===== config.mk =====
export PLATFORM = sky130hd
export DESIGN_NAME = aiot_front
export DESIGN_NICKNAME = d
export VERILOG_FILES = /design/src/hw/rtl/aiot_pkg.sv /design/src/hw/rtl/aiot_front.sv
export SDC_FILE = /design/constraint.sdc
export NUM_CORES = 2
export LEC_CHECK = 0
export BUFFER_PORTS_ARGS = -buffer_cell sky130_fd_sc_hd__buf_4
export CAP_MARGIN = 30
export CORE_MARGIN = 8
export CORE_UTILIZATION = 60
export CTS_CLUSTER_SIZE = 16
export DETAILED_ROUTE_END_ITERATION = 12
export GPL_TIMING_DRIVEN = 0
export PLACE_DENSITY = 0.78
export SLEW_MARGIN = 20
export SYNTH_ARGS = -nofsm -noshare
export SYNTH_HDL_FRONTEND = slang
export SYNTH_SLANG_ARGS = --single-unit

===== constraint.sdc =====
create_clock -name i_clk -period 13.3 [get_ports i_clk]
set_input_delay 0 -clock i_clk [delete_from_list [all_inputs] [get_ports i_clk]]
set_output_delay 0 -clock i_clk [all_outputs]
set_load 0.05 [all_outputs]

===== src/hw/rtl/aiot_pkg.sv =====
package aiot_pkg;

    localparam int TableDepth = 32;
    localparam int IdxW = $clog2(TableDepth);
    localparam int CntW = $clog2(TableDepth + 1);
    localparam int PosW = 36;
    localparam int IdW = 32;
    localparam int CoordW = 32;
    localparam int DirW = 16;
    localparam int RegIdxW = 2;
    localparam int QDepth = 2;

    localparam logic [RegIdxW-1:0] REG_DIR_X = 2'd0;
    localparam logic [RegIdxW-1:0] REG_DIR_Y = 2'd1;
    localparam logic [RegIdxW-1:0] REG_DIR_Z = 2'd2;

    localparam logic [1:0] MODE_INSERT = 2'd0;
    localparam logic [1:0] MODE_ERASE = 2'd1;
    localparam logic [1:0] MODE_QUERY = 2'd2;

    localparam logic [1:0] ST_DONE = 2'd0;
    localparam logic [1:0] ST_FULL = 2'd1;
    localparam logic [1:0] ST_ABSENT = 2'd2;
    localparam logic [1:0] ST_DUP = 2'd3;

    typedef struct packed {
        logic [1:0] mode;
        logic [IdW-1:0] entity_id;
        logic signed [CoordW-1:0] near_x;
        logic signed [CoordW-1:0] near_y;
        logic signed [CoordW-1:0] near_z;
        logic signed [CoordW-1:0] far_x;
        logic signed [CoordW-1:0] far_y;
        logic signed [CoordW-1:0] far_z;
    } t_in_word;

    typedef struct packed {
        logic [1:0] status;
        logic hit_valid;
        logic [IdW-1:0] hit_entity;
        logic last;
    } t_out_word;

    // Classified command passed from the projection front to the table engine.
    typedef struct packed {
        logic [1:0] mode;
        logic [IdW-1:0] entity_id;
        logic signed [PosW-1:0] near_pos;
        logic signed [PosW-1:0] far_pos;
    } t_cmd;

    typedef enum logic [2:0] {
        S_IDLE,
        S_SCAN,
        S_SHIFT,
        S_EMIT
    } t_eng_state;

    typedef enum logic [2:0] {
        F_IDLE,
        F_NEAR,
        F_FAR,
        F_SUM,
        F_PUSH
    } t_front_state;

endpackage


===== src/hw/rtl/aiot_front.sv =====
module aiot_front (
    input  logic                                i_clk,
    input  logic                                i_rst_n,
    input  logic                                i_push,
    output logic                                o_full,
    input  aiot_pkg::t_in_word                  i_word,
    input  logic signed [aiot_pkg::DirW-1:0]    i_dir_x,
    input  logic signed [aiot_pkg::DirW-1:0]    i_dir_y,
    input  logic signed [aiot_pkg::DirW-1:0]    i_dir_z,
    output logic                                o_cmd_valid,
    input  logic                                i_cmd_ready,
    output aiot_pkg::t_cmd                      o_cmd
);
    import aiot_pkg::*;

    localparam int ProdW = CoordW + DirW;
    localparam int SumW = ProdW + 2;

    t_front_state r_state, n_state;
    t_in_word r_word;
    logic signed [ProdW-1:0] r_px, r_py, r_pz;
    logic signed [PosW-1:0] r_near, r_far;
    logic signed [SumW-1:0] w_sum;
    logic w_sel_far;

    // Products are registered before the sum; near and far share the multipliers.
    assign w_sel_far = (r_state == F_FAR);
    assign w_sum = SumW'(r_px) + SumW'(r_py) + SumW'(r_pz);

    always_ff @(posedge i_clk) begin
        if (!i_rst_n) begin
            r_state <= F_IDLE;
        end else begin
            r_state <= n_state;
        end
    end

    always_comb begin
        n_state = r_state;
        case (r_state)
            F_IDLE: if (i_push) n_state = F_NEAR;
            F_NEAR: n_state = F_FAR;
            F_FAR: n_state = F_SUM;
            F_SUM: n_state = F_PUSH;
            F_PUSH: if (i_cmd_ready) n_state = F_IDLE;
            default: n_state = F_IDLE;
        endcase
    end

    always_ff @(posedge i_clk) begin
        if (r_state == F_IDLE && i_push) begin
            r_word <= i_word;
        end
        if (r_state == F_NEAR || r_state == F_FAR) begin
            r_px <= i_dir_x * (w_sel_far ? r_word.far_x : r_word.near_x);
            r_py <= i_dir_y * (w_sel_far ? r_word.far_y : r_word.near_y);
            r_pz <= i_dir_z * (w_sel_far ? r_word.far_z : r_word.near_z);
        end
        // Arithmetic shift floors toward minus infinity.
        if (r_state == F_FAR) begin
            r_near <= PosW'(w_sum >>> 14);
        end
        if (r_state == F_SUM) begin
            r_far <= PosW'(w_sum >>> 14);
        end
    end

    assign o_full = (r_state != F_IDLE);
    assign o_cmd_valid = (r_state == F_PUSH);
    assign o_cmd.mode = r_word.mode;
    assign o_cmd.entity_id = r_word.entity_id;
    assign o_cmd.near_pos = r_near;
    assign o_cmd.far_pos = r_far;

endmodule


==> flow_summary.json <==
{
  "antenna_found_initial": 10,
  "drtAntennaViolNets": 0,
  "hold_viol_final": 0,
  "overflow": 0,
  "synth_top_area_share": 0.422,
  "async_flop_share": 0,
  "endpoint": "r_px[45]",
  "ys_seq_area_frac": 0.187,
  "synth.most_common_cell": "inv_1",
  "layout.area.seq_um2": 13300,
  "synthTopCellsByArea": "fa_1 (42%), edfxtp_1 (19%), inv_1 (8.8%), ha_1 (6.8%), and2_1 (5.1%)",
  "setup_slack_ns": 3.28,
  "cp.required_ns": 13.74,
  "r2r.worst_path.cells": 27,
  "preCtsSetupSlack_ns": 2.94,
  "hp-class": "in2reg",
  "drt-total-wl_um": 214000,
  "drv_cap": 0,
  "final.setup.tns_ns": 0,
  "cts_buffers": 51,
  "cp-startpoint": "r_state[1]",
  "syn_area_um2": 71400,
  "ys_types": 83,
  "die_w_um": 361,
  "mappedNetlistNets": 9197,
  "reg2reg_to": "r_px[45]",
  "port-buffer-count": 385,
  "via_per_inst": 5.66,
  "vias": 52900,
  "cts_resized": 0,
  "grt_first_pass_wirelength_um": 332000,
  "postSynthAreaPerCell_um2": 10.2,
  "slew_violations": 0,
  "crit_path_max_fanout": 10,
  "dr.pass1.iters": 6,
  "grt_pass1_vias": 57500,
  "ys_top_cells_by_count": "inv_1 (1667), fa_1 (1505), nand2_1 (904), and2_1 (583), edfxtp_1 (442)",
  "row_count": 126,
  "cts_setup_buffers": 0,
  "hold_ws_ns": 0.0290,
  "syn_inst": 7024,
  "die-area_um2": 130000,
  "r2r_slack_ns": 3.28,
  "fin_nets": 9941,
  "multi_input_area_um2": 50500,
  "max_freq_mhz": 99.8,
  "synth_top_flop_cell": "edfxtp_1",
  "drc": 0,
  "period_minus_slack_ns": 10.02,
  "grt_max_degree": 32,
  "hpwl_um": 173000,
  "reg2reg_from": "r_state[1]",
  "fin_cells": 9350,
  "worstMarginPinSlew_ns": 0.992,
  "tritoncts": "built",
  "clock_skew_ns": 0.0339,
  "yosysTopAreaCell": "fa_1",
  "h-tree-depth": 2,
  "die_h_um": 361,
  "relSlewSlack": 0.320,
  "outcome": "complete, no violations",
  "path_clk_slew_ns": 0.06,
  "cts.sink_count": 445,
  "dp.cells": 8966,
  "arrival_ns": 10.46,
  "path_class": "reg2reg",
  "drt_iter0_markers": 4751,
  "wire_per_inst_um": 22.9,
  "cts_max_path_buffers": 3,
  "gp_congestion": 1.01,
  "yosys_register_bits": 445,
  "clock_latency_ns": 0.70,
  "io_pins": 386,
  "fin_crit_sh": 0.753,
  "rsz0062_at_grt": "no",
  "cp-end-kind": "flop",
  "core_area_um2": 118000,
  "synth-edff-count": 442,
  "cp-start-kind": "flop",
  "drive_gt1_frac": 0.0884,
  "ys_warn_count": 0,
  "floorplan.initialDensity": 0.604,
  "nFillCells": 8711,
  "area_delta_synth_final_pct": 13.9,
  "grt_usage": 0.332,
  "finalSetupViolCount": 0,
  "clockRootBuffer": "clkbuf_16"
}
## final cells by class
class / instances / share of cell area
Multi-Input combinational cell: 4594 / 0.621
Clock inverter: 35 / 0.00519
Antenna cell: 5 / 0.000154
Tap cell: 1536 / 0.0236
Timing Repair Buffer: 691 / 0.0764
Buffer: 318 / 0.0166
Sequential cell: 445 / 0.164
Clock buffer: 59 / 0.0161
Inverter: 1667 / 0.0770
## what timing repair did
| action | CTS | global route |
|---|---|---|
| endpoints found under the hold margin | 259 | 0 |
| hold buffers | 284 | 0 |
| setup endpoints to repair | 0 | 0 |
## routing by layer
metal	GRT usage	wire [µm]	vias up	part of all wire
li1	-	-	22600	-
met2	0.532	97600	2901	0.46
met5	0	71	-	0.00033
met1	0.415	78100	26700	0.37
met4	0.172	14200	8	0.067
met3	0.0908	23800	756	0.11
## through the flow
step | util | area [µm²]
5_1_grt | 0.688 | 81300
2_1_floorplan | - | 71400
4_1_cts | 0.688 | 81300
3_5_place_dp | 0.649 | 76700
3_3_place_gp | 0.645 | 76200
6_report | 0.688 | 81300
## worst min-delay path by stage
stage / startpoint / to / cells past startpoint
after CTS: i_word[82] / r_word[82] / 2
after floorplan: i_word[220] / o_cmd[100] / 0
final: i_word[122] / r_word[122] / 2
after global placement: i_word[204] / o_cmd[84] / 1
after detailed placement: i_word[205] / o_cmd[85] / 1
after global routing: i_word[99] / r_word[99] / 2
## state kept, by name, indices dropped and copies added (netlist names)
signal and count:
r_px 48, r_py 48, o_cmd 34, r_word 192, r_far 36, r_near 36, r_state 3, r_pz 48
## kinds of logic after synthesis
family | share of synthesized area
adder cells (fa/ha/maj) | 0.491
AND/OR/NAND/NOR | 0.125
buffers and inverters | 0.106
flip-flops | 0.187
XOR/XNOR | 0.0236
AO/OA/AOI/OAI | 0.0523
multiplexers | 0.0151
## cells in the final DEF (no fill, tap or decap), types with 23 or more instances in the layout
master         count
clkbuf_16         51
and2_1           583
nor2b_1           56
a21o_1            99
a211oi_1          26
o21ai_0           65
dlygate4sd3_1    284
edfxtp_1         442
o21bai_1          26
nand3_1           41
nand2b_1          26
xor2_1            58
nand4_1           23
nand2_1          904
buf_4            420
mux2_2            93
fa_1            1505
clkbuf_1         271
xnor2_1          134
ha_1             390
inv_1           1667
a21oi_1          168
nor2_1           161
## worst max-delay path, cell delays in order (launching register included)
cell,delay (ns)
dfxtp_1,0.44
nor3b_1,0.46
clkbuf_2,0.56
buf_16,0.22
buf_2,0.74
mux2_2,0.48
clkbuf_1,0.49
nand2_1,0.16
fa_1,0.54
fa_1,0.54
fa_1,0.53
inv_1,0.06
fa_1,0.49
fa_1,0.49
inv_1,0.05
fa_1,0.56
inv_1,0.06
ha_1,0.39
nand4_1,0.14
nor2_1,0.18
o221ai_2,0.15
a31oi_2,0.36
nor4b_4,0.11
or3b_1,0.40
a21oi_1,0.37
a31o_2,0.28
a31oi_1,0.11
xnor2_1,0.37
Power is left out: the tool's default activity adds up to more than one toggle a clock period on the data nets, which glitch-free logic cannot reach.
