<file path="src/hw/rtl/aiot_pkg.sv">
package aiot_pkg;

    localparam int TableDepth = 32;
    localparam int IdxW = $clog2(TableDepth);
    localparam int CntW = $clog2(TableDepth + 1);
    localparam int PosW = 36;
    localparam int IdW = 32;
    localparam int CoordW = 32;
    localparam int DirW = 16;
    localparam int RegIdxW = 2;
    localparam int QDepth = 2;

    localparam logic [RegIdxW-1:0] REG_DIR_X = 2'd0;
    localparam logic [RegIdxW-1:0] REG_DIR_Y = 2'd1;
    localparam logic [RegIdxW-1:0] REG_DIR_Z = 2'd2;

    localparam logic [1:0] MODE_INSERT = 2'd0;
    localparam logic [1:0] MODE_ERASE = 2'd1;
    localparam logic [1:0] MODE_QUERY = 2'd2;

    localparam logic [1:0] ST_DONE = 2'd0;
    localparam logic [1:0] ST_FULL = 2'd1;
    localparam logic [1:0] ST_ABSENT = 2'd2;
    localparam logic [1:0] ST_DUP = 2'd3;

    typedef struct packed {
        logic [1:0] mode;
        logic [IdW-1:0] entity_id;
        logic signed [CoordW-1:0] near_x;
        logic signed [CoordW-1:0] near_y;
        logic signed [CoordW-1:0] near_z;
        logic signed [CoordW-1:0] far_x;
        logic signed [CoordW-1:0] far_y;
        logic signed [CoordW-1:0] far_z;
    } t_in_word;

    typedef struct packed {
        logic [1:0] status;
        logic hit_valid;
        logic [IdW-1:0] hit_entity;
        logic last;
    } t_out_word;

    // Classified command passed from the projection front to the table engine.
    typedef struct packed {
        logic [1:0] mode;
        logic [IdW-1:0] entity_id;
        logic signed [PosW-1:0] near_pos;
        logic signed [PosW-1:0] far_pos;
    } t_cmd;

    typedef enum logic [2:0] {
        S_IDLE,
        S_SCAN,
        S_SHIFT,
        S_EMIT
    } t_eng_state;

    typedef enum logic [2:0] {
        F_IDLE,
        F_NEAR,
        F_FAR,
        F_SUM,
        F_PUSH
    } t_front_state;

endpackage

</file>
<file path="src/hw/rtl/aiot_cmd_queue.sv">
module aiot_cmd_queue (
    input  logic            i_clk,
    input  logic            i_rst_n,
    input  logic            i_valid,
    output logic            o_ready,
    input  aiot_pkg::t_cmd  i_cmd,
    output logic            o_valid,
    input  logic            i_ready,
    output aiot_pkg::t_cmd  o_cmd
);
    import aiot_pkg::*;

    localparam int PtrW = $clog2(QDepth);

    t_cmd r_mem [QDepth];
    logic [PtrW-1:0] r_wr, r_rd;
    logic [PtrW:0] r_cnt;
    logic w_wr, w_rd;

    assign o_ready = (r_cnt != (PtrW+1)'(QDepth));
    assign o_valid = (r_cnt != '0);
    assign w_wr = i_valid && o_ready;
    assign w_rd = o_valid && i_ready;
    assign o_cmd = r_mem[r_rd];

    // Two-entry command queue between the front and the engine.
    always_ff @(posedge i_clk) begin
        if (!i_rst_n) begin
            r_wr <= '0;
            r_rd <= '0;
            r_cnt <= '0;
        end else begin
            if (w_wr) r_wr <= r_wr + 1'b1;
            if (w_rd) r_rd <= r_rd + 1'b1;
            r_cnt <= r_cnt + (PtrW+1)'(w_wr) - (PtrW+1)'(w_rd);
        end
    end

    always_ff @(posedge i_clk) begin
        if (w_wr) r_mem[r_wr] <= i_cmd;
    end

endmodule

</file>
<file path="config.mk">
export PLATFORM = sky130hd
export DESIGN_NAME = aiot_cmd_queue
export DESIGN_NICKNAME = d
export VERILOG_FILES = /design/src/hw/rtl/aiot_pkg.sv /design/src/hw/rtl/aiot_cmd_queue.sv
export SDC_FILE = /design/constraint.sdc
export NUM_CORES = 1
export LEC_CHECK = 0
export ABC_CLOCK_PERIOD_IN_PS = 11600
export BUFFER_PORTS_ARGS = -buffer_cell sky130_fd_sc_hd__buf_4
export CORE_ASPECT_RATIO = 2
export CORE_MARGIN = 4
export CORE_UTILIZATION = 45
export DETAILED_ROUTE_END_ITERATION = 7
export GPL_ROUTABILITY_DRIVEN = 0
export PLACE_DENSITY = 0.8
export SETUP_SLACK_MARGIN = 0.02
export SYNTH_ARGS = -nofsm -noshare
export SYNTH_HDL_FRONTEND = slang
export SYNTH_SLANG_ARGS = --single-unit
</file>
<file path="constraint.sdc">
create_clock -name i_clk -period 11.6 [get_ports i_clk]
set_input_delay 2.32 -clock i_clk [delete_from_list [all_inputs] [get_ports i_clk]]
set_output_delay 2.32 -clock i_clk [all_outputs]
set_load 0.005 [all_outputs]
</file>
==> results by group, run 1 <==
Outcome
  – Run status: finished, final reports clean

Timing
  – Final worst path period need: 5080 ps
  – Final WS setup: 6520 ps
  – Final period utilization: 43.79%
  – Clock Skews: 11.67 ps
  – Fmax: 196.9 MHz
  – Unrepaired setup endpoints after global routing: no
  – Final setup TNS: 0 ps
  – Final Hold Vio Count: 0
  – Slew Viols, Final: 0
  – Relative slew margins: 42.58%
  – Endpoints failing setup: 0
  – Worst Tran Pin Value: 861.3 ps

Run
  – Max_cap viols: 0

Layout
  – Layout Nets: 698
  – Layout fillers: 1286
  – Diode count: 0
  – Multi-input gate area: 0.001508 mm²
  – Non-filler cells in the finished layout: 812
  – Design Area, Final: 0.01057 mm²
  – Layout cell share with drive strength beyond 1: 60.43%
  – Area growth syn-to-layout: 30.95%
  – Reg area: 0.006470 mm²

Worst setup path
  – CP Class: flip-flop to output pin
  – Endpoint class of the critical path: output pin
  – Setup crit start kind: flip-flop
  – Worst EP arrival: 2760 ps
  – Max Fanout on Critical Path: 54
  – Reg-to-reg setup timing slack: 9070 ps
  – Worst path required time: 9280 ps

Detailed routing
  – Routed Antenna Nets: 0
  – Initial DRC count: 133
  – Routed vias: 4113
  – Vias/cell: 5.065
  – DRC: 0
  – Drt pass-1 iters: 4
  – WL final: 16560 µm
  – Post-DR wirelength/cell: 20.39 µm

GRT
  – Total track usage: 15.82%
  – Global Route met2 Usage: 29.64%
  – Busiest grt layer: met2
  – First-pass GRT wire length: 23980 µm
  – Antenna violations before repair: 2
  – Vias in the first global route: 4637
  – Remaining global-route overflow: 0
  – Routing usage on met1: 14.53%
  – GRT met3 Usage: 4.277%
  – Largest net degree at the start of global routing: 56

Placement
  – Post-Place Worst Slack: 7001 ps
  – Placed Area: 0.009902 mm²
  – IO buf count: 217
  – DP HPWL: 11700 µm
  – Placed insts: 780

Clocking
  – Clock Path Buffers: 3
  – Root buf cell: clkbuf_16
  – TritonCTS clock tree: built
  – Setup bufs post-CTS: 0
  – Total CTS buffers: 18
  – Worst-Skew Late Latency: 480 ps
  – Post-cts gate resize count: 0
  – H-Tree Depth: 1
  – Clock transition at the registers of the reported paths: 70 ps
  – CTS Hold Bufs: 0
  – CTS Sinks: 217

Logic synthesis
  – Mean Syn Cell Area: 22.48 µm²
  – Cells after Synth: 359
  – Ys Warns: 0
  – Syn Std Cell Area: 0.008070 mm²
  – Yosys cell types: 24
  – Post-synthesis sequential area ratio: 80.12%
  – #FFs+latches synth: 217
  – Post-synthesis net count: 470

Pwr
  – PwrDens: 198.5 mW/mm²
  – Peak supply drop: 148.6 µV
  – P_leak: 4.004 nW

Floorplanning
  – Starting Density: 45.60%
  – Die area: 0.02027 mm²
  – Die width: 102.7 µm
  – Core Footprint: 0.01770 mm²
  – I/O pin count: 218
  – # rows: 69
  – Die Ht: 197.4 µm

Worst hold path
  – HP Class: flip-flop to flip-flop
==> flip-flops by register name, summed over array words and instances (netlist names), named ones only <==
name,count
r_rd,1
r_mem,212
r_cnt,2
r_wr,1
==> synth_stat cells <==
library cell / n / share of area, %
o21ai_0: 2 / 0.12
nor2_1: 2 / 0.093
a21boi_0: 1 / 0.093
mux2_4: 40 / 7.4
or2_2: 1 / 0.078
a211oi_1: 1 / 0.093
mux2i_1: 1 / 0.12
dfxtp_1: 5 / 1.2
nand3b_1: 1 / 0.093
buf_2: 6 / 0.37
xnor2_1: 1 / 0.11
mux2_2: 66 / 9.2
inv_1: 1 / 0.046
nand2_1: 1 / 0.046
a21bo_2: 2 / 0.25
and2_1: 3 / 0.23
nand2b_1: 2 / 0.16
nor2b_1: 1 / 0.078
and3_1: 1 / 0.078
buf_6: 6 / 0.84
a32oi_1: 1 / 0.11
edfxtp_1: 212 / 79
nand3_1: 1 / 0.062
ha_1: 1 / 0.16
==> path summary, 6_finish.rpt <==
check                            from                    end  depth (start not counted)
hold / removal      r_rd$_SDFFE_PN0P_              flip-flop                          2
hold reg to reg     r_rd$_SDFFE_PN0P_              flip-flop                          2
setup / recovery            flip-flop               o_cmd[8]                          3
setup reg to reg  r_cnt[0]$_SDFF_PN0_  r_mem[1][0]$_DFFE_PP_                          3
==> cell type report <==
class	instances	area share, %
multi-input combinational	129	14.27
timing repair buffer	220	15.63
tap	213	2.522
inverter	1	0.05920
clock buffer	22	4.795
sequential	217	61.22
clock inverter	10	1.504
==> kinds of logic (layout without fill, tap and decap cells) <==
family	Yosys count	count (layout)	synth area share, %
flip-flops	217	217	80.12
multiplexers	107	107	16.78
AND/OR/NAND/NOR	13	13	0.9148
buffers and inverters	13	253	1.256
AO/OA/AOI/OAI	7	7	0.6668
adder cells (fa/ha/maj)	1	1	0.1550
XOR/XNOR	1	1	0.1085
==> stage by stage <==
stage          hold WS, ps  util, %  total power, mW
6_report             590.9    59.71            2.098
3_3_place_gp         582.3    55.95            1.443
2_1_floorplan        528.5        -            1.242
3_5_place_dp         581.6    55.95            1.461
5_1_grt              620.1    59.71            2.188
4_1_cts              594.8    59.71            2.127
==> cell usage in the layout (no fill, tap or decap), drive strengths merged, types with 2 or more instances in the layout <==
master and instances:
clkinv 4, clkbuf 22, inv 2, and2 3
buf 220, bufinv 4, edfxtp 212, nand2b 2
a21bo 2, o21ai 2, nor2 2, mux2 106
dfxtp 5
==> worst max-delay path, cell delays in order (launching register included) <==
cell	delay, ps
dfxtp_4	820
buf_4	750
mux2_2	430
buf_4	150
==> metal layers <==
metal	share of wire (%)	vias to the layer above	wire length [µm]
met2	57	167	9439
met4	6.2	4	1019
met1	29	2012	4843
met3	7.4	59	1217
li1	-	1871	-
met5	0.22	-	36
==> power by group <==
| part | internal, mW | total [mW] | switching (mW) |
|---|---|---|---|
| Combinational | 0.266 | 0.437 | 0.171 |
| Sequential | 0.954 | 0.998 | 0.0442 |
| Clock | 0.403 | 0.663 | 0.260 |
| Total | 1.62 | 2.10 | 0.475 |
Note: power is estimated with default switching activity, not from simulation.
==> run 2: changes to the inputs <==
Settings changed: ABC_CLOCK_PERIOD_IN_PS 11600 to 4100, PLACE_DENSITY 0.8 to 0.83.
Clock period 11.6 ns to 4.1 ns, I/O delays scaled along.
==> run 2 against run 1 <==
Net effect:
- clock skew barely moved
- global-route usage is 0.13 points lower
- worst setup slack worse by 5500 ps
- sequential share of layout area hardly changed
- worst hold slack got worse by 63 ps
- critical endpoint is now o_cmd[105]
- final area about the same
- register-to-register slack lost 7300 ps
- critical path type unchanged
==> results by group, run 2 (synthesis gave the netlist of run 1 again) <==
Outcome
  – Run status: finished, final reports clean

Run
  – Max_cap viols: 0 (unchanged)

Clocking
  – CTS Sinks: 217 (unchanged)
  – Setup bufs post-CTS: 0 (unchanged)
  – Worst-Skew Late Latency: 470 ps (about the same)
  – CTS Hold Bufs: 0 (unchanged)
  – TritonCTS clock tree: built
  – H-Tree Depth: 1 (unchanged)
  – Post-cts gate resize count: 0 (unchanged)
  – Total CTS buffers: 19 (+1)
  – Root buf cell: clkbuf_16
  – Clock Path Buffers: 3 (unchanged)
  – Clock transition at the registers of the reported paths: 70 ps (about the same)

Worst setup path
  – Worst EP arrival: 2280 ps (-480 ps)
  – Setup crit start kind: flip-flop
  – Endpoint class of the critical path: output pin
  – Max Fanout on Critical Path: 53 (-1.9%)
  – Worst path required time: 3280 ps (-6000 ps)
  – CP Class: flip-flop to output pin

Detailed routing
  – Drt pass-1 iters: 7 (+3)
  – Post-DR wirelength/cell: 20.32 µm (-0.32%)
  – Routed vias: 4135 (+0.53%)
  – Initial DRC count: 142 (+6.8%)
  – Routed Antenna Nets: 0 (unchanged)
  – WL final: 16500 µm (-0.32%)
  – DRC: 0 (unchanged)
  – Vias/cell: 5.092 (+0.53%)

Pwr
  – Combinational group share of total power: 21.4% (+0.6 points)
  – Switch Pwr: 1.327 mW (+180%)
  – Peak supply drop: 468.4 µV (+220%)
  – P_leak: 4.000 nW (-0.11%)
  – Sequential share of power: 48.2% (+0.6 points)
  – Internal power: 4.537 mW (+180%)
  – Clock group share of total power: 30.4% (-1.2 points)
  – PwrDens: 555.3 mW/mm² (+180%)
  – Sw Share: 22.64% (about the same)

Layout
  – Layout fillers: 1246 (-3.1%)
  – Layout cell share with drive strength beyond 1: 60.10% (-0.33 points)
  – Non-filler cells in the finished layout: 812 (unchanged)
  – Diode count: 0 (unchanged)
  – Max FFs per register: 212 (unchanged)
  – Area growth syn-to-layout: 30.85% (about the same)
  – Layout Nets: 701 (+0.43%)
  – Final core utilization: 59.67% (about the same)
  – Most frequent cells in the layout: 220 x buf_4, 212 x edfxtp_1, 66 x mux2_2, 40 x mux2_4, 19 x clkbuf_16
  – Largest Register: r_mem
  – Most common cell after layout, fill and taps aside: buf_4
  – Biggest registers after layout: r_mem (212), r_cnt (2)

Placement
  – Post-Place Worst Slack: 1448 ps (-5554 ps)
  – Placed insts: 782 (+0.26%)
  – IO buf count: 217 (unchanged)
  – DP HPWL: 11670 µm (-0.27%)

Floorplanning
  – Die area: 0.02027 mm² (unchanged)
  – Die width: 102.7 µm (unchanged)
  – Die Ht: 197.4 µm (unchanged)
  – Core Footprint: 0.01770 mm² (unchanged)
  – I/O pin count: 218 (unchanged)
  – Starting Density: 45.60% (unchanged)
  – # rows: 69 (unchanged)

GRT
  – Antenna violations before repair: 0 (-2)
  – Routing usage on met1: 13.97% (-0.56 points)
  – GRT met3 Usage: 3.570% (-0.71 points)
  – Total track usage: 15.69% (-0.13 points)
  – Remaining global-route overflow: 0 (unchanged)
  – Busiest grt layer: met2
  – Global Route met2 Usage: 30.94% (+1.3 points)
  – Vias in the first global route: 4622 (-0.32%)
  – First-pass GRT wire length: 23910 µm (-0.29%)
  – Largest net degree at the start of global routing: 67 (+20%)

Timing
  – Clock Skews: 11.49 ps (-0.1783 ps)
  – Slew Viols, Final: 0 (unchanged)
  – Relative slew margins: 39.19% (-3.4 points)
  – Final Hold Vio Count: 0 (unchanged)
  – Worst Tran Pin Value: 912.2 ps (+50.94 ps)
  – Final WS setup: 995.6 ps (-5525 ps)
  – Fmax: 322.1 MHz
  – Final setup TNS: 0 ps (unchanged)
  – Endpoints failing setup: 0 (unchanged)
  – Unrepaired setup endpoints after global routing: no
  – Final period utilization: 75.72%
  – Final worst path period need: 3104 ps

Worst hold path
  – HP Class: input pin to flip-flop
run 2: final timing paths:
kind	from	to	slack [ps]	depth (start not counted)
max	flip-flop	o_cmd[105]	1000	3
min	i_cmd[85]	r_mem[1][85]$_DFFE_PP_	530	1
max reg2reg	r_cnt[0]$_SDFF_PN0_	r_mem[0][70]$_DFFE_PP_	1800	4
min reg2reg	r_rd$_SDFFE_PN0P_	flip-flop	580	2
run 2: layout make-up:
class                           count  area [µm²]  area share [%]
Tap cell                          213       266.5           2.524
Sequential cell                   217        6470           61.27
Inverter                            1       6.256         0.05924
Clock inverter                      5       100.1          0.9479
Multi-Input combinational cell    129        1508           14.28
Timing Repair Buffer              222        1692           16.02
Clock buffer                       25       518.0           4.905
run 2: routing by layer:
| metal | vias to the layer above | wire, µm |
|---|---|---|
| met5 | - | 0 |
| met4 | 0 | 784 |
| met3 | 45 | 1067 |
| met2 | 170 | 9787 |
| met1 | 2042 | 4864 |
| li1 | 1878 | - |
run 2: worst max-delay path, stage by stage, from the launching register on:
cell     delay, ps
dfxtp_4        870
buf_4          380
mux2_2         370
buf_4          140
run 2: power by group through the flow:
| stage | Clock [mW] | Sequential (mW) | Combinational (mW) |
|---|---|---|---|
| after global placement | 0 | 2.86 | 1.24 |
| after global routing | 1.92 | 2.85 | 1.34 |
| after floorplan | 0 | 2.80 | 0.710 |
| final | 1.78 | 2.83 | 1.25 |
| after detailed placement | 0 | 2.88 | 1.27 |
| after CTS | 1.83 | 2.83 | 1.28 |
run 2: per-stage QoR:
step                      cell area [µm²]  total power [mW]  hold slack (ps)
after floorplan                      8070             3.514            528.5
after global placement               9942             4.099            566.2
after detailed placement             9942             4.153            572.9
after CTS                           10560             5.946            501.4
after global routing                10560             6.111            503.7
final                               10560             5.864            528.2
==> run 3: changes to the inputs <==
Settings changed: ABC_CLOCK_PERIOD_IN_PS 4100 to 3000, PLACE_DENSITY 0.83 to 0.8.
Clock period 4.1 ns to 3 ns, I/O delays scaled along.
==> run 3 against run 2 <==
Net effect:
- sequential cell count did not move
- cell count up 0.86%
- wire length increased by 3.4%
- global-route usage rose by 0.54 points
- first-iteration DRC count fell by 15%
- register-to-register slack got worse by 810 ps
- combinational power grew 43%
- count of clock-buffer cells in the layout fell by 4
==> results by group, run 3 (synthesis gave the netlist of run 1 again) <==
Clocking
  – TritonCTS clock tree: built
  – CTS Hold Bufs: 0 (unchanged)
  – CTS Sinks: 217 (unchanged)
  – Root buf cell: clkbuf_16
  – H-Tree Depth: 1 (unchanged)
  – Total CTS buffers: 19 (unchanged)
  – Clock transition at the registers of the reported paths: 70 ps (about the same)
  – Post-cts gate resize count: 0 (unchanged)
  – Clock Path Buffers: 3 (unchanged)
  – Setup bufs post-CTS: 0 (unchanged)
  – Worst-Skew Late Latency: 470 ps (about the same)

Pwr
  – P_leak: 3.994 nW (-0.15%)
  – Switch Pwr: 1.842 mW (+39%)
  – Sequential share of power: 48.7% (+0.5 points)
  – Peak supply drop: 593.3 µV (+27%)
  – Sw Share: 23.46% (+0.82 points)
  – Combinational group share of total power: 22.8% (+1.4 points)
  – Internal power: 6.012 mW (+33%)
  – Clock group share of total power: 28.5% (-1.9 points)
  – PwrDens: 741.8 mW/mm² (+34%)

Placement
  – Placed Area: 0.01002 mm² (+0.74%)
  – Post-Place Worst Slack: 877.5 ps (-570.3 ps)
  – IO buf count: 217 (unchanged)
  – DP HPWL: 12200 µm (+4.6%)
  – Placed insts: 785 (+0.38%)

Layout
  – Largest Register: r_mem
  – Area growth syn-to-layout: 31.19%
  – Most common cell after layout, fill and taps aside: buf_4
  – Biggest registers after layout: r_mem (212), r_cnt (2)
  – Layout Nets: 704 (+0.43%)
  – Design Area, Final: 0.01059 mm² (+0.26%)
  – Non-filler cells in the finished layout: 819 (+0.86%)
  – Most frequent cells in the layout: 219 x buf_4, 212 x edfxtp_1, 66 x mux2_2, 40 x mux2_4, 19 x clkbuf_16
  – Layout cell share with drive strength beyond 1: 60.26% (+0.16 points)
  – Max FFs per register: 212 (unchanged)

Outcome
  – Run status: finished, final reports clean

Timing
  – Endpoints failing setup: 0 (unchanged)
  – Final Hold Vio Count: 0 (unchanged)
  – Final WS setup: 454.3 ps (-541.3 ps)
  – Slew Viols, Final: 0 (unchanged)
  – Final setup TNS: 0 ps (unchanged)
  – Clock Skews: 7.110 ps (-4.381 ps)
  – Relative slew margins: 61.26% (+22 points)
  – Unrepaired setup endpoints after global routing: no
  – Fmax: 392.8 MHz
  – Worst Tran Pin Value: 579.9 ps (-332.3 ps)
  – Final worst path period need: 2546 ps
  – Final period utilization: 84.86%

Detailed routing
  – WL final: 17060 µm (+3.4%)
  – Post-DR wirelength/cell: 20.83 µm (+2.5%)
  – Vias/cell: 4.998 (-1.9%)
  – Routed Antenna Nets: 0 (unchanged)
  – Routed vias: 4093 (-1.0%)
  – Initial DRC count: 120 (-15%)
  – DRC: 0 (unchanged)
  – Drt pass-1 iters: 4 (-3)

Worst setup path
  – Worst path required time: 2400 ps (-880 ps)
  – Endpoint class of the critical path: output pin
  – CP Class: flip-flop to output pin
  – Max Fanout on Critical Path: 49 (-7.5%)
  – Setup crit start kind: flip-flop
  – Worst EP arrival: 1950 ps (-330 ps)

GRT
  – Vias in the first global route: 4499 (-2.7%)
  – Antenna violations before repair: 0 (unchanged)
  – Total track usage: 16.23% (+0.54 points)
  – Remaining global-route overflow: 0 (unchanged)
  – Largest net degree at the start of global routing: 50 (-25%)
  – First-pass GRT wire length: 24170 µm (+1.1%)

Floorplanning
  – Starting Density: 45.60% (unchanged)
  – Die width: 102.7 µm (unchanged)
  – Die area: 0.02027 mm² (unchanged)
  – I/O pin count: 218 (unchanged)
  – Die Ht: 197.4 µm (unchanged)
  – # rows: 69 (unchanged)
  – Core Footprint: 0.01770 mm² (unchanged)

Run
  – Max_cap viols: 0 (unchanged)

Worst hold path
  – HP Class: input pin to flip-flop
run 3: cell types whose count changed in the layout (fill, tap and decap cells not counted), sizes merged:
cell	previous run	this run
clkinv	2	7
clkbuf	25	21
clkinvlp	0	4
buf	222	225
bufinv	3	1
diode	0	2
inv	1	0
run 3: cell type report:
type / count / area [µm²]
Timing Repair Buffer: 225 / 1764
Sequential cell: 217 / 6470
Fill cell: 1235 / 7111
Clock inverter: 11 / 83.83
Antenna cell: 2 / 5.005
Multi-Input combinational cell: 129 / 1508
Inverter: 1 / 7.507
Tap cell: 213 / 266.5
Clock buffer: 21 / 483.0
run 3: layer usage:
metal	global-route usage, %	up-vias	wire [µm]
met4	9.684	0	1013
met5	0	-	0
li1	-	1894	-
met3	4.383	49	1256
met1	14.46	1976	4992
met2	30.74	174	9796
run 3: power groups by stage:
| stage | registers [mW] | logic, mW | clock network (mW) |
|---|---|---|---|
| global placement | 3.86 | 1.77 | 0 |
| global route | 3.84 | 1.91 | 2.45 |
| CTS | 3.82 | 1.82 | 2.31 |
| finish | 3.82 | 1.79 | 2.24 |
| detailed placement | 3.89 | 1.81 | 0 |
| floorplan | 3.82 | 0.972 | 0 |
run 3: path summary, 6_finish.rpt:
path                             from                     end  slack [ps]  cells after the start
setup / recovery            flip-flop               o_cmd[97]         450                      3
hold / removal              i_cmd[98]  r_mem[1][98]$_DFFE_PP_         310                      1
setup reg to reg  r_cnt[0]$_SDFF_PN0_  r_mem[1][23]$_DFFE_PP_         990                      3
hold reg to reg     r_wr$_SDFFE_PN0P_       r_wr$_SDFFE_PN0P_         610                      2
run 3: worst max-delay path, cell delays in order, from the launching register on:
cell and delay [ps]:
dfxtp_4 570, buf_12 310, mux2_2 380, buf_4 130
run 3: stage by stage:
stage	power, mW	hold slack (ps)	utilization (%)
after floorplan	4.791	552.2	-
after global placement	5.631	576.1	56.59
after detailed placement	5.701	597.2	56.59
after CTS	7.955	286.9	59.80
after global routing	8.202	282.2	59.80
final	7.854	306.2	59.82
